$ cat src/rtl/amt_pkg.sv
// shared constants, state codes and the helper function of the adaptive mean threshold block
// no dependencies
package amt_pkg;

    localparam int COL_W    = 10;
    localparam int ROW_W    = 12;
    localparam int WID_W    = 11;
    localparam int HGT_W    = 13;
    localparam int RAD_W    = 3;
    localparam int OFS_W    = 9;
    localparam int SLOT_W   = 4;
    localparam int ADDR_W   = SLOT_W + COL_W;
    localparam int SUM_W    = 16;
    localparam int CNT_W    = 8;
    localparam int CFG_W    = 13;
    localparam int IDX_W    = 2;
    localparam int DIV_STEPS = SUM_W;

    localparam logic [WID_W-1:0] MAX_WIDTH    = 11'd1024;
    localparam logic [HGT_W-1:0] HEIGHT_LIMIT = 13'd4096;
    localparam logic [RAD_W-1:0] MAX_RADIUS   = 3'd7;

    localparam logic [IDX_W-1:0] REG_WIDTH  = 2'd0;
    localparam logic [IDX_W-1:0] REG_HEIGHT = 2'd1;
    localparam logic [IDX_W-1:0] REG_RADIUS = 2'd2;
    localparam logic [IDX_W-1:0] REG_OFFSET = 2'd3;

    localparam logic OP_PIXEL = 1'b0;

    typedef enum logic [6:0] {
        S_IDLE  = 7'b0000001,
        S_CHECK = 7'b0000010,
        S_SCAN  = 7'b0000100,
        S_SELF  = 7'b0001000,
        S_LOAD  = 7'b0010000,
        S_DIV   = 7'b0100000,
        S_EMIT  = 7'b1000000
    } state_t;

    // gray = (r + g + b) / 3 by reciprocal multiply, exact for sums up to 765
    function automatic logic [7:0] gray_of(input logic [7:0] r, input logic [7:0] g,
                                          input logic [7:0] b);
        logic [9:0]  s;
        logic [19:0] p;
        s = {2'b00, r} + {2'b00, g} + {2'b00, b};
        p = s * 10'd683;
        return p[18:11];
    endfunction

endpackage

$ cat src/rtl/amt_divider.sv
// restoring divider for window sum over pixel count, one quotient bit per cycle
// depends on amt_pkg
module amt_divider (
    input  logic                      clk,
    input  logic                      rst_n,
    input  logic                      start,
    input  logic [amt_pkg::SUM_W-1:0] dividend,
    input  logic [amt_pkg::CNT_W-1:0] divisor,
    output logic                      done,
    output logic [7:0]                quotient
);

    logic [amt_pkg::SUM_W-1:0] quo_reg, quo_next;
    logic [amt_pkg::CNT_W-1:0] rem_reg, rem_next;
    logic [amt_pkg::CNT_W-1:0] dvs_reg, dvs_next;
    logic [4:0]                step_reg, step_next;
    logic                      busy_reg, busy_next;
    logic [amt_pkg::CNT_W:0]   trial;

    // one restoring step per cycle
    always_comb
    begin
        quo_next  = quo_reg;
        rem_next  = rem_reg;
        dvs_next  = dvs_reg;
        step_next = step_reg;
        busy_next = busy_reg;
        trial     = {rem_reg, quo_reg[amt_pkg::SUM_W-1]};
        done      = 1'b0;
        if (start)
        begin
            quo_next  = dividend;
            rem_next  = '0;
            dvs_next  = divisor;
            step_next = '0;
            busy_next = 1'b1;
        end
        else if (busy_reg)
        begin
            if (trial >= {1'b0, dvs_reg})
            begin
                rem_next = amt_pkg::CNT_W'(trial - {1'b0, dvs_reg});
                quo_next = {quo_reg[amt_pkg::SUM_W-2:0], 1'b1};
            end
            else
            begin
                rem_next = trial[amt_pkg::CNT_W-1:0];
                quo_next = {quo_reg[amt_pkg::SUM_W-2:0], 1'b0};
            end
            step_next = step_reg + 5'd1;
            if (step_reg == 5'(amt_pkg::DIV_STEPS - 1))
            begin
                busy_next = 1'b0;
                done      = 1'b1;
            end
        end
    end

    always_ff @(posedge clk or negedge rst_n)
    begin
        if (!rst_n)
        begin
            busy_reg <= 1'b0;
            step_reg <= '0;
        end
        else
        begin
            busy_reg <= busy_next;
            step_reg <= step_next;
        end
    end

    always_ff @(posedge clk)
    begin
        quo_reg <= quo_next;
        rem_reg <= rem_next;
        dvs_reg <= dvs_next;
    end

    // quotient is the mean, never above 255
    assign quotient = quo_next[7:0];

endmodule

$ cat config.mk
export PLATFORM = sky130hd
export DESIGN_NAME = amt_divider
export DESIGN_NICKNAME = d
export VERILOG_FILES = /design/src/rtl/amt_pkg.sv /design/src/rtl/amt_divider.sv
export SDC_FILE = /design/constraint.sdc
export NUM_CORES = 1
export LEC_CHECK = 0
export BUFFER_PORTS_ARGS = -buffer_cell sky130_fd_sc_hd__buf_2
export CAP_MARGIN = 40
export CORE_MARGIN = 1.5
export CORE_UTILIZATION = 50
export DETAILED_ROUTE_END_ITERATION = 7
export PLACE_DENSITY_LB_ADDON = 0.25
export REMOVE_ABC_BUFFERS = 1
export SLEW_MARGIN = 20
export SYNTH_ARGS = -nofsm -noshare
export SYNTH_HDL_FRONTEND = slang
export SYNTH_SLANG_ARGS = --single-unit
$ cat constraint.sdc
create_clock -name clk -period 6.6 [get_ports clk]
set_input_delay 1.65 -clock clk [delete_from_list [all_inputs] [get_ports clk]]
set_output_delay 1.65 -clock clk [all_outputs]
set_load 0.01 [all_outputs]
==> summary.md <==
| Metric | Value |
|---|---|
| Drt pass-1 iters | 4 |
| Setup TNS | 0 ps |
| Ranking of synthesized cells by area | edfxtp_1, dfxtp_1, dfrtp_1 |
| Period minus WS final | a little over 4000 ps |
| Most frequent cell after synthesis | nand2_1 |
| Clock sink count | 38 |
| Setup WS post-layout | around 2500 ps |
| WHS | 490 ps |
| Vias in the first global route | 1,302 |
| Worst endpoint required time | 4950 ps |
| Final Non-Filler Cells | 271 |
| Final Slew Violations | 0 |
| Via count | 1,396 |
| Tcrit/Tclk final | just over 60% |
| FFs w/ async S/R, synth | between 10% and 20% |
| Final Hold Fails | 0 |
| Share of cells above drive strength 1 | 23.3% |
| Synth Register Bits | 38 |
| Worst-case clock buffer depth | 2 |
| Die Width | 66.6 um |
| EDFF count, synth | 16 |
| # port buffers | 35 |
| Initial Util | 53.7% |
| Share of the synthesized area in the top cell type | 23.7% |
| Status | complete, no violations |
| Area leader, netlist | edfxtp_1 |
| Critical path class | in -> out |
| Worst min-delay path class | reg -> reg |
| CP startpoint kind | input pin |
| Vias per cell | 5.15 |
| Crit path max fanout | 47 |
| Die area | 4440 um2 |
| Postcts setup bufs | 0 |
| Remaining global-route overflow | 0 |
| Reg clk slew, reported paths | 70 ps |
| ANT nets after route | 0 |
| Arrival time at the worst endpoint | approximately 2400 ps |
| Register area share after synthesis | 47.0% |
| H-tree levels | 2 |
| Layout Skew | ~6.2 ps |
| Syn-to-layout area delta | 12.2% |
| RSZ-0062 raised after global routing | no |
| Initial antenna violation count | 0 |
| DRC Markers | 0 |
| Layout net count | 260 |
| Pwr dens | 332 nW/um2 |
| Pleak | 1.10 nW |
| CTS resizes | 0 |
| # placed instances | 262 |
| Routed length per instance | 13.0 um |
| Slew @ Worst Pin | 774 ps |
| IO Count | 36 |
| Fillcell total | 305 |
| F_max | approximately 0.24 GHz |
| Row Count | 22 |
| Iteration-0 DRC count of the detailed router | 46 |
| Max_cap viols | 0 |
| Yosys warning count | 0 |
| Clk_lat worst skew | 290 ps |
| Critical path endpoint category | output pin |
| Commonest cells post-synth | nand2_1, dfxtp_1, edfxtp_1, nor2_1, inv_1 |
| Num CTS Buffers | 5 |
| Root buffer cell | clkbuf_8 |
| Tot GR Track Use | approximately 18% |
| Largest net degree at the start of global routing | just under 50 |
| Total wire length | roughly 3500 um |
| Ant. Diodes | 0 |
| Ys flop type | edfxtp_1 |
| CTS tree | yes |
| Pre-CTS setup slack | 2230 ps |
| Max reg flops | 16 |
| Cts hold-fix bufs | 0 |
| Final setup fails | 0 |
| Fin area | 2270 um2 |
| DP Area | 2170 um2 |
| Peak VDD IR | around 170 uV |
| Post-Syn Instances | 195 |
| Syn avg cell area | 10.4 um2 |
| Die height | around 67 um |
| Final GP Congestion | 0.806 |
| Netlist Area Pre-Place | 2020 um2 |
| Yosys cell types | 42 |
| Post-DP HPWL | 2490 um |
| Slew HR | 48.2% |
| Core Box Area | 3770 um2 |
| First-pass GRT wire length | around 6000 um |
[cell families after synthesis]
family,Yosys count,share of synthesized area (%)
and+or+nand+nor,52,11.9
AOI/OAI and AO/OA,41,16.0
DFF,38,47.0
buffers and inverters,32,7.97
muxes,13,6.49
adders and majority gates,11,7.17
xor gates and xnor gates,8,3.46
[critical path, cell delays in order]
cell	delay (ps)
buf_2	120
buf_12	180
a211oi_1	230
a21o_1	130
buf_2	120
[routing by layer]
metal,global-route usage [%],wire (um)
met3,5.57,208
met1,23.2,1620
met4,6.89,59
met2,28.6,1630
met5,0,0
[cells in the final DEF, fill, tap and decap left out, types with 2 or more instances in the layout]
cell type,n
a211oi_1,3
a21o_1,2
a21oi_1,2
a21oi_2,2
a22o_1,8
a311oi_1,2
a32oi_1,2
buf_2,35
clkbuf_8,5
dfrtp_1,6
dfxtp_1,16
edfxtp_1,16
ha_1,10
inv_1,15
mux2i_1,12
nand2_1,19
nand2b_1,2
nor2_1,16
nor2b_1,4
nor3_1,3
o21ai_0,12
or2_1,2
xnor2_1,5
xor2_1,3
[layout make-up]
class	count	area, um2	share of cell area [%]
clock buffer	6	72.6	3.20
clock inverter	2	8.76	0.386
inverter	15	56.3	2.48
multi-input combinational	125	912	40.2
sequential	38	951	41.9
tap	48	60.1	2.64
timing repair buffer	37	210	9.26
[power breakdown]
part           internal (W)  switching, W  total [W]
combinational      0.000134      0.000158   0.000292
clock             0.0000726     0.0000783   0.000151
sequential         0.000285     0.0000253   0.000310
total              0.000492      0.000262   0.000754
[worst paths after layout]
kind | startpoint | end | slack, ps | cells past startpoint
max | start | quotient[0] | 2510 | 5
min reg2reg | rem_reg[7] | rem_reg[7] | 490 | 2
max reg2reg | dvs_reg[6] | rem_reg[3] | 4410 | 7
min | rem_reg[7] | rem_reg[7] | 490 | 2
max in group asynchronous | rst_n | step_reg[0] | 5280 | 1
min in group asynchronous | rst_n | step_reg[2] | 1170 | 1
[stage by stage]
| stage | utilization [%] | power [W] |
|---|---|---|
| after floorplan | - | 0.000536 |
| after global placement | 57.1 | 0.000600 |
| final | 60.2 | 0.000754 |
| after detailed placement | 57.5 | 0.000603 |
| after global routing | 60.2 | 0.000805 |
| after CTS | 59.7 | 0.000759 |
No activity file was read; power rests on OpenSTA's default activity.
